**config.mk**
```make
export PLATFORM = sky130hd
export DESIGN_NAME = stable_priority_queue_flat
export DESIGN_NICKNAME = d
export VERILOG_FILES = /design/src/spq_pkg.sv /design/src/spq_if.sv /design/src/spq_store.sv /design/src/spq_seq.sv /design/src/stable_priority_queue.sv /design/src/flat_wrapper.sv
export SDC_FILE = /design/constraint.sdc
export NUM_CORES = 1
export LEC_CHECK = 0
export BUFFER_PORTS_ARGS = -buffer_cell sky130_fd_sc_hd__buf_2
export CAP_MARGIN = 10
export CORE_UTILIZATION = 67
export CTS_CLUSTER_SIZE = 14
export DETAILED_ROUTE_END_ITERATION = 6
export HOLD_SLACK_MARGIN = 0.12
export PLACE_DENSITY = 0.85
export SETUP_SLACK_MARGIN = 0.1
export SLEW_MARGIN = 5
export SYNTH_ARGS = -nofsm -noshare
export SYNTH_HDL_FRONTEND = slang
export SYNTH_SLANG_ARGS = --single-unit
```
**constraint.sdc**
```tcl
create_clock -name clk -period 7.88 [get_ports clk]
set_input_delay 0.788 -clock clk [delete_from_list [all_inputs] [get_ports clk]]
set_output_delay 0.788 -clock clk [all_outputs]
set_load 0.05 [all_outputs]
```
**src/spq_pkg.sv**
```systemverilog
// Shared types, constants and codes for the stable priority queue.
// No dependencies; every other file refers to it by scoped names.
`default_nettype none

package spq_pkg;

	localparam int CAPACITY = 16;
	localparam int IDX_W    = $clog2(CAPACITY);
	localparam int CNT_W    = $clog2(CAPACITY + 1);
	localparam int DATA_W   = 32;
	localparam int PRIO_W   = 16;
	localparam int OCC_W    = 5;

	typedef logic [DATA_W-1:0]        data_t;
	typedef logic signed [PRIO_W-1:0] prio_t;
	typedef logic [IDX_W-1:0]         idx_t;
	typedef logic [CNT_W-1:0]         cnt_t;
	typedef logic [OCC_W-1:0]         occ_t;

	localparam prio_t PRIO_MIN = {1'b1, {(PRIO_W-1){1'b0}}};

	typedef enum logic {
		CMD_ENQ = 1'b0,
		CMD_DEQ = 1'b1
	} cmd_e;

	typedef enum logic [1:0] {
		STAT_ENQ   = 2'd0,
		STAT_DEQ   = 2'd1,
		STAT_EMPTY = 2'd2,
		STAT_FULL  = 2'd3
	} status_e;

	typedef enum logic [1:0] {
		ST_IDLE,
		ST_FIND,
		ST_SHIFT,
		ST_DONE
	} state_e;

	typedef struct packed {
		data_t value;
		prio_t prio;
	} entry_t;

	// Store access issued by the sequencer each cycle.
	typedef struct packed {
		logic   we;
		idx_t   waddr;
		entry_t wdata;
		idx_t   raddr;
	} mem_req_t;

	typedef struct packed {
		data_t   data;
		status_e status;
		occ_t    occ;
	} result_t;

endpackage

`default_nettype wire

```
**src/spq_if.sv**
```systemverilog
// Request and response channel interfaces of the stable priority queue.
// Depends on spq_pkg for field types.
`default_nettype none

interface spq_req_if;
	logic           valid;
	logic           ready;
	logic           command;
	spq_pkg::data_t data_in;
	spq_pkg::prio_t priority_req;

	modport source (output valid, output command, output data_in, output priority_req,
		input ready);
	modport sink (input valid, input command, input data_in, input priority_req,
		output ready);
endinterface

interface spq_rsp_if;
	logic           valid;
	logic           ready;
	spq_pkg::data_t data_out;
	logic [1:0]     status;
	spq_pkg::occ_t  occupancy;

	modport source (output valid, output data_out, output status, output occupancy,
		input ready);
	modport sink (input valid, input data_out, input status, input occupancy,
		output ready);
endinterface

`default_nettype wire

```
**src/spq_store.sv**
```systemverilog
// Entry store: one write port and one read port with registered read data.
// Depends on spq_pkg. Contents are undefined until written.
`default_nettype none

module spq_store (
	input  wire logic              clk,
	input  wire spq_pkg::mem_req_t mem_req,
	output spq_pkg::entry_t        rdata
);

	spq_pkg::entry_t mem_q [spq_pkg::CAPACITY];
	spq_pkg::entry_t rdata_q;

	always_ff @(posedge clk) begin
		if (mem_req.we) begin
			mem_q[mem_req.waddr] <= mem_req.wdata;
		end
	end

	always_ff @(posedge clk) begin
		rdata_q <= mem_q[mem_req.raddr];
	end

	assign rdata = rdata_q;

endmodule

`default_nettype wire

```
**src/spq_seq.sv**
```systemverilog
// Sequencer: takes one request; for a dequeue it walks the entry store
// one entry a cycle, finds the oldest maximum, closes the gap and rebuilds
// the maximum. Depends on spq_pkg and drives spq_store through a mem_req_t.
`default_nettype none

module spq_seq (
	input  wire logic              clk,
	input  wire logic              arst_n,
	input  wire logic              in_valid,
	output logic                   in_ready,
	input  wire logic              cmd,
	input  wire spq_pkg::data_t    data,
	input  wire spq_pkg::prio_t    prio,
	input  wire spq_pkg::entry_t   rdata,
	output spq_pkg::mem_req_t      mem_req,
	output logic                   res_valid,
	input  wire logic              res_ready,
	output spq_pkg::result_t       res
);

	spq_pkg::state_e  state_q, state_d;
	spq_pkg::cnt_t    count_q;
	spq_pkg::prio_t   high_q;
	spq_pkg::prio_t   acc_q;
	spq_pkg::idx_t    idx_q;
	spq_pkg::result_t res_q;

	logic              accept;
	logic              is_deq;
	logic              full;
	logic              empty;
	logic              hit;
	logic              last;
	logic              finish;
	spq_pkg::prio_t    acc_d;
	spq_pkg::idx_t     idx_inc;
	spq_pkg::status_e  idle_status;
	spq_pkg::occ_t     idle_occ;

	assign accept  = in_valid && in_ready;
	assign is_deq  = (cmd == spq_pkg::CMD_DEQ);
	assign full    = (count_q == spq_pkg::cnt_t'(spq_pkg::CAPACITY));
	assign empty   = (count_q == '0);
	assign idx_inc = spq_pkg::idx_t'(idx_q + spq_pkg::idx_t'(1));

	// Shared compare unit: one stored entry per cycle.
	always_comb begin
		hit   = (rdata.prio == high_q);
		last  = ((spq_pkg::cnt_t'(idx_q) + spq_pkg::cnt_t'(1)) == count_q);
		acc_d = (rdata.prio > acc_q) ? rdata.prio : acc_q;
		unique case (state_q)
			spq_pkg::ST_FIND:  finish = (hit || last) && last;
			spq_pkg::ST_SHIFT: finish = last;
			default:           finish = 1'b0;
		endcase
	end

	// Status and fill level of the request offered while idle
	always_comb begin
		idle_status = spq_pkg::STAT_ENQ;
		idle_occ    = spq_pkg::occ_t'(count_q);
		if (is_deq) begin
			if (empty) begin
				idle_status = spq_pkg::STAT_EMPTY;
			end else begin
				idle_status = spq_pkg::STAT_DEQ;
			end
		end else if (full) begin
			idle_status = spq_pkg::STAT_FULL;
		end else begin
			idle_occ = spq_pkg::occ_t'(count_q + spq_pkg::cnt_t'(1));
		end
	end

	// Next state
	always_comb begin
		state_d = state_q;
		unique case (state_q)
			spq_pkg::ST_IDLE: begin
				if (accept) begin
					state_d = (is_deq && !empty) ? spq_pkg::ST_FIND : spq_pkg::ST_DONE;
				end
			end
			spq_pkg::ST_FIND: begin
				if (hit || last) begin
					state_d = last ? spq_pkg::ST_DONE : spq_pkg::ST_SHIFT;
				end
			end
			spq_pkg::ST_SHIFT: begin
				if (last) begin
					state_d = spq_pkg::ST_DONE;
				end
			end
			spq_pkg::ST_DONE: begin
				if (res_ready) begin
					state_d = spq_pkg::ST_IDLE;
				end
			end
			default: state_d = spq_pkg::ST_IDLE;
		endcase
	end

	// Outputs
	always_comb begin
		in_ready      = 1'b0;
		res_valid     = 1'b0;
		mem_req.we    = 1'b0;
		mem_req.waddr = idx_q;
		mem_req.wdata = rdata;
		mem_req.raddr = idx_inc;
		unique case (state_q)
			spq_pkg::ST_IDLE: begin
				in_ready      = 1'b1;
				mem_req.raddr = '0;
				mem_req.we    = accept && !is_deq && !full;
				mem_req.waddr = spq_pkg::idx_t'(count_q);
				mem_req.wdata = '{value: data, prio: prio};
			end
			spq_pkg::ST_SHIFT: begin
				// entry idx moves down into the gap at idx-1
				mem_req.we    = 1'b1;
				mem_req.waddr = spq_pkg::idx_t'(idx_q - spq_pkg::idx_t'(1));
			end
			spq_pkg::ST_DONE: begin
				res_valid = 1'b1;
			end
			default: ;
		endcase
	end

	always_ff @(posedge clk or negedge arst_n) begin
		if (!arst_n) begin
			state_q <= spq_pkg::ST_IDLE;
			count_q <= '0;
			high_q  <= spq_pkg::PRIO_MIN;
		end else begin
			state_q <= state_d;
			if (state_q == spq_pkg::ST_IDLE && accept && !is_deq && !full) begin
				count_q <= count_q + spq_pkg::cnt_t'(1);
				if (empty || prio > high_q) begin
					high_q <= prio;
				end
			end
			if ((state_q == spq_pkg::ST_FIND && hit && last) ||
			    (state_q == spq_pkg::ST_FIND && !hit && last) ||
			    (state_q == spq_pkg::ST_SHIFT && last)) begin
				count_q <= count_q - spq_pkg::cnt_t'(1);
				// the removed entry never enters the accumulator
				high_q  <= (state_q == spq_pkg::ST_SHIFT) ? acc_d : acc_q;
			end
		end
	end

	always_ff @(posedge clk) begin
		unique case (state_q)
			spq_pkg::ST_IDLE: begin
				idx_q <= '0;
				acc_q <= spq_pkg::PRIO_MIN;
				res_q <= '{data: '0, status: idle_status, occ: idle_occ};
			end
			spq_pkg::ST_FIND: begin
				if (hit || last) begin
					res_q <= '{data: rdata.value, status: res_q.status,
						occ: spq_pkg::occ_t'(count_q - spq_pkg::cnt_t'(1))};
				end else begin
					acc_q <= acc_d;
				end
				idx_q <= idx_inc;
			end
			spq_pkg::ST_SHIFT: begin
				acc_q <= acc_d;
				idx_q <= idx_inc;
			end
			spq_pkg::ST_DONE: ;
			default: ;
		endcase
	end

	assign res = res_q;

	// finish is only a helper for the checks below
	a_count_bound: assert property (@(posedge clk) disable iff (!arst_n)
		count_q <= spq_pkg::cnt_t'(spq_pkg::CAPACITY))
		else $error("entry count above capacity");

	a_shift_writes: assert property (@(posedge clk) disable iff (!arst_n)
		state_q == spq_pkg::ST_SHIFT |-> mem_req.we)
		else $error("shift cycle without store write");

	a_finish_done: assert property (@(posedge clk) disable iff (!arst_n)
		finish |=> state_q == spq_pkg::ST_DONE && count_q == $past(count_q) - 1'b1)
		else $error("scan end did not retire one entry");

	a_handoff: assert property (@(posedge clk) disable iff (!arst_n)
		res_valid && res_ready |=> state_q == spq_pkg::ST_IDLE)
		else $error("result handed off but sequencer not idle");

	a_no_overlap: assert property (@(posedge clk) disable iff (!arst_n)
		!(in_ready && res_valid))
		else $error("request taken while a result is pending");

endmodule

`default_nettype wire

```
**src/stable_priority_queue.sv**
```systemverilog
// Top level of the stable priority queue: sequencer, entry store and the
// response output register. Depends on spq_pkg, spq_if, spq_store, spq_seq.
//
//   channel | dir | payload
//   req     | in  | command, data_in, priority_req
//   rsp     | out | data_out, status, occupancy
//
// Enqueue, full enqueue and empty dequeue go from IDLE straight to DONE;
// other dequeues run FIND, then SHIFT if entries follow the maximum, and
// the entry store's single read port visits each held entry once (find,
// then close the gap). Reset clears count, maximum and handshake state;
// entry contents stay undefined and need no clearing pass.
// A stalled rsp holds its result; the next request is taken meanwhile.
`default_nettype none

module stable_priority_queue (
	input  wire logic  clk,
	input  wire logic  arst_n,
	spq_req_if.sink    req,
	spq_rsp_if.source  rsp
);

	spq_pkg::mem_req_t mem_req;
	spq_pkg::entry_t   rdata;
	spq_pkg::result_t  res;
	spq_pkg::result_t  out_q;
	logic              res_valid;
	logic              res_ready;
	logic              out_valid_q;

	spq_store u_store (
		.clk     (clk),
		.mem_req (mem_req),
		.rdata   (rdata)
	);

	spq_seq u_seq (
		.clk       (clk),
		.arst_n    (arst_n),
		.in_valid  (req.valid),
		.in_ready  (req.ready),
		.cmd       (req.command),
		.data      (req.data_in),
		.prio      (req.priority_req),
		.rdata     (rdata),
		.mem_req   (mem_req),
		.res_valid (res_valid),
		.res_ready (res_ready),
		.res       (res)
	);

	assign res_ready = !out_valid_q || rsp.ready;

	always_ff @(posedge clk or negedge arst_n) begin
		if (!arst_n) begin
			out_valid_q <= 1'b0;
		end else if (res_ready) begin
			out_valid_q <= res_valid;
		end
	end

	always_ff @(posedge clk) begin
		if (res_ready && res_valid) begin
			out_q <= res;
		end
	end

	assign rsp.valid     = out_valid_q;
	assign rsp.data_out  = out_q.data;
	assign rsp.status    = out_q.status;
	assign rsp.occupancy = out_q.occ;

endmodule

`default_nettype wire
```
**src/flat_wrapper.sv**
```systemverilog
// flat-port wrapper written by rule: the top's interface ports become plain ports
module stable_priority_queue_flat 
  (clk, arst_n, req_valid, req_command, req_data_in, req_priority_req, req_ready, rsp_valid, rsp_data_out, rsp_status, rsp_occupancy, rsp_ready);
  spq_req_if req_i ();
  spq_rsp_if rsp_i ();
  input  wire logic clk;
  input  wire logic arst_n;
  input wire logic [$bits(req_i.valid)-1:0] req_valid;
  input wire logic [$bits(req_i.command)-1:0] req_command;
  input wire logic [$bits(req_i.data_in)-1:0] req_data_in;
  input wire logic [$bits(req_i.priority_req)-1:0] req_priority_req;
  output wire logic [$bits(req_i.ready)-1:0] req_ready;
  output wire logic [$bits(rsp_i.valid)-1:0] rsp_valid;
  output wire logic [$bits(rsp_i.data_out)-1:0] rsp_data_out;
  output wire logic [$bits(rsp_i.status)-1:0] rsp_status;
  output wire logic [$bits(rsp_i.occupancy)-1:0] rsp_occupancy;
  input wire logic [$bits(rsp_i.ready)-1:0] rsp_ready;
  assign req_i.valid = req_valid;
  assign req_i.command = req_command;
  assign req_i.data_in = req_data_in;
  assign req_i.priority_req = req_priority_req;
  assign req_ready = req_i.ready;
  assign rsp_valid = rsp_i.valid;
  assign rsp_data_out = rsp_i.data_out;
  assign rsp_status = rsp_i.status;
  assign rsp_occupancy = rsp_i.occupancy;
  assign rsp_i.ready = rsp_ready;
  stable_priority_queue u_core (.clk(clk), .arst_n(arst_n), .req(req_i), .rsp(rsp_i));
endmodule
```
==> summary.txt <==
Final nets - 2,799
Tmin final - 5000 ps
Setup crit start kind - flop
Placeable Area - 56,400 um2
Sequential share of the synthesized area - 72.1%
Vias in the first global route - 23,700
Post-layout util - 74.8%
RSZ-0062 raised after global routing - false
Rel. slew slack - 15.9%
Distinct cells, synth - 68
Drt total wl - 91.1 mm
DRC violations left - 2
Net Count, Synth - 2,767
Hold WC Path Type - primary input to async pin
Post-DP Area - 39,300 um2
Setup violators final - 0
CP delay by family, top - buffers and inverters
Pwr Total - 19.6 mW
Slew Limit Fails - 0
Starting Density - 67.8%
CP Class - flop to flop
Yosys warns - 0
Worst IR Drop VDD - 0.000553 V
Max_cap viols - 0
Die height - 241 um
Outcome - complete, but fails checks
Worst path arrival time - 5280 ps
Tightest Pin Transition - 1260 ps
WL/cell - 25.8 um
Buffers and inverters on the worst path - 3
Syn Area/Cell - 14.3 um2
CP Cell Sequence - buf_4 > inv_1 > ha_1 > o221ai_1 > nand3b_1 > nor2_4 > buf_4
Post-synth EDFFs - 866
Largest stage delay, worst path - 1010 ps
PortBufs - 93
GPL Wtd Cong - 0.876
Worst path most repeated cell - buf_4
Power Dens Cells - 464 nW/um2
FFs w/ async S/R, synth - 2.56%
CTS tree - yes
CTS max path bufs - 3
Reg2Reg Depth - 7
Setup TNS - 0 ps
Die Wd - 241 um
1st-pass router iterations - 7
DP HPWL - 45.5 mm
Post-CTS sizing - 0
Dpl ws - 2990 ps
Gr usage total - 31.8%
Worst-Skew Late Latency - 650 ps
Commonest non-fill, non-tap cells in the layout - edfxtp_1 (866), nand2_1 (414), a211oi_1 (228), nor2b_1 (200), a21oi_1 (111)
Slowest-stage cell, CP - nor2_4
Final non-filler cell area - 42,200 um2
Worst setup margin - 2880 ps
Hold Buf Count CTS - 0
Largest net degree at the start of global routing - 204
Reg-to-Reg Start - u_core.u_seq.idx_q[0]
Area grow syn2layout - 10.4%
Commonest non-fill, non-tap cell in the layout - edfxtp_1
WP data required - 8150 ps
Boundary Pins - 94
CP Max Fanout - 95
First-pass GRT wire length - 137 mm
Crit end category - flop
Skew final - 23.1 ps
CTS Sinks - 938
Mapped Cells - 2,673
Share of post-route cells with drive strength above 1 - 13.1%
Cts bufs inserted - 89
Synthesized flop and latch total - 938
Leakage - 14.0 nW
Violated checks - DRC
Vias/cell - 6.76
GRT overflow - 0
Antenna-violating nets left - 0
Vias - 23,900
Placement Rows - 87
Die area - 58,000 um2
DRT iter0 DRCs - 3,245
ANT cells - 0
CTS root buffer - clkbuf_16
Final Hold Fails - 0
Post-CTS Setup Bufs - 0
Initial antenna violation count - 2
Fmax - 200 MHz
# H-tree levels - 3
Worst-path clk slew - 60 ps
R2R Setup Slk - 2880 ps
Mapped Area - 38,200 um2
Ys flop type - edfxtp_1
Fin crit share - 63.5%
R2r endpoint - u_core.u_store.mem_q[12][21]
-- power breakdown --
part	leakage (nW)	internal (mW)	switching (mW)
clock network	1.39	2.35	1.82
registers	8.55	7.25	0.430
logic	4.07	2.25	5.45
-- layer usage --
layer  vias to the layer above  wire, um  share of wire [%]  global-route usage (%)
met4                         2      3260                3.6                    12.7
met3                       252      9700                 11                    6.20
met1                     11800     33900                 37                    42.8
met5                         -        13              0.014                       0
met2                      1621     44200                 49                    51.5
li1                      10300         -                  -                       -
-- stage by stage --
stage,hold WS (ps),cells
2_1_floorplan,400,2673
3_3_place_gp,402,3370
3_5_place_dp,406,3370
4_1_cts,147,3535
5_1_grt,185,3535
6_report,155,3535
-- synthesized netlist by cell type (3+ instances only) --
master | number | area [um2]
o221ai_1 | 10 | 87.6
ha_1 | 41 | 513
a21oi_1 | 111 | 556
inv_1 | 56 | 210
mux2i_1 | 32 | 320
nand2_1 | 415 | 1560
nor2_1 | 33 | 124
nand3b_1 | 4 | 30.0
edfxtp_1 | 866 | 26000
o21ai_0 | 18 | 90.1
xor2_1 | 10 | 87.6
a21o_1 | 3 | 22.5
clkbuf_1 | 160 | 601
mux2_4 | 3 | 45.0
a311oi_1 | 90 | 788
nor3_1 | 7 | 35.0
o22ai_1 | 8 | 50.1
o211ai_1 | 6 | 45.0
nand2b_1 | 7 | 43.8
mux4_2 | 9 | 203
o221ai_2 | 10 | 150
xnor2_1 | 16 | 140
and4_1 | 3 | 26.3
buf_4 | 4 | 30.0
dfxtp_1 | 48 | 961
dfrtp_1 | 23 | 576
nand3_1 | 4 | 20.0
a221oi_1 | 4 | 35.0
and2_1 | 34 | 213
buf_2 | 6 | 30.0
o211a_1 | 3 | 30.0
and3_1 | 6 | 37.5
nor2b_1 | 200 | 1250
nand4_1 | 6 | 37.5
buf_1 | 12 | 45.0
a211oi_1 | 228 | 1710
nor4_1 | 4 | 25.0
mux2_2 | 47 | 529
buf_6 | 3 | 33.8
a31oi_1 | 91 | 569
-- cell type report --
class,instances,area (um2)
Timing Repair Buffer,128,753
Fill cell,3149,14200
Sequential cell,938,27600
Multi-Input combinational cell,1492,9860
Clock inverter,47,412
Clock buffer,118,2430
Inverter,56,210
Tap cell,756,946
-- cell families after synthesis --
family	synth area share (%)
flops	72.1
simple gates	9.10
mux	2.87
fa+ha+maj	1.34
xor+xnor	0.697
buf+inv	2.54
compound gates	11.3
-- flip-flops by register name (all words and copies together), names as in the netlist --
register,count
u_core.u_seq.res,39
u_core.u_seq.idx_q,4
u_core.rsp.occupancy,5
u_core.rsp.valid,1
u_core.u_seq.count_q,5
u_core.u_seq.acc_q,16
u_core.u_store.mem_q,768
u_core.u_seq.state_q,2
u_core.rsp.data_out,32
u_core.u_seq.high_q,16
u_core.u_store.rdata,48
u_core.rsp.status,2
-- worst max-delay path by stage --
stage                     cells past startpoint                           end  slack [ps]                   from
final                                         7  u_core.u_store.mem_q[12][21]        2880  u_core.u_seq.idx_q[0]
after global routing                          7   u_core.u_store.mem_q[4][41]        2660  u_core.u_seq.idx_q[0]
after CTS                                     7   u_core.u_store.mem_q[4][41]        2960  u_core.u_seq.idx_q[0]
after detailed placement                      7   u_core.u_store.mem_q[4][21]        2990  u_core.u_seq.idx_q[0]
after global placement                        7   u_core.u_store.mem_q[4][21]        3180  u_core.u_seq.idx_q[0]
after floorplan                               9           u_core.u_seq.res[0]        2680  u_core.u_seq.idx_q[0]
(Power assumes the default switching activity.)
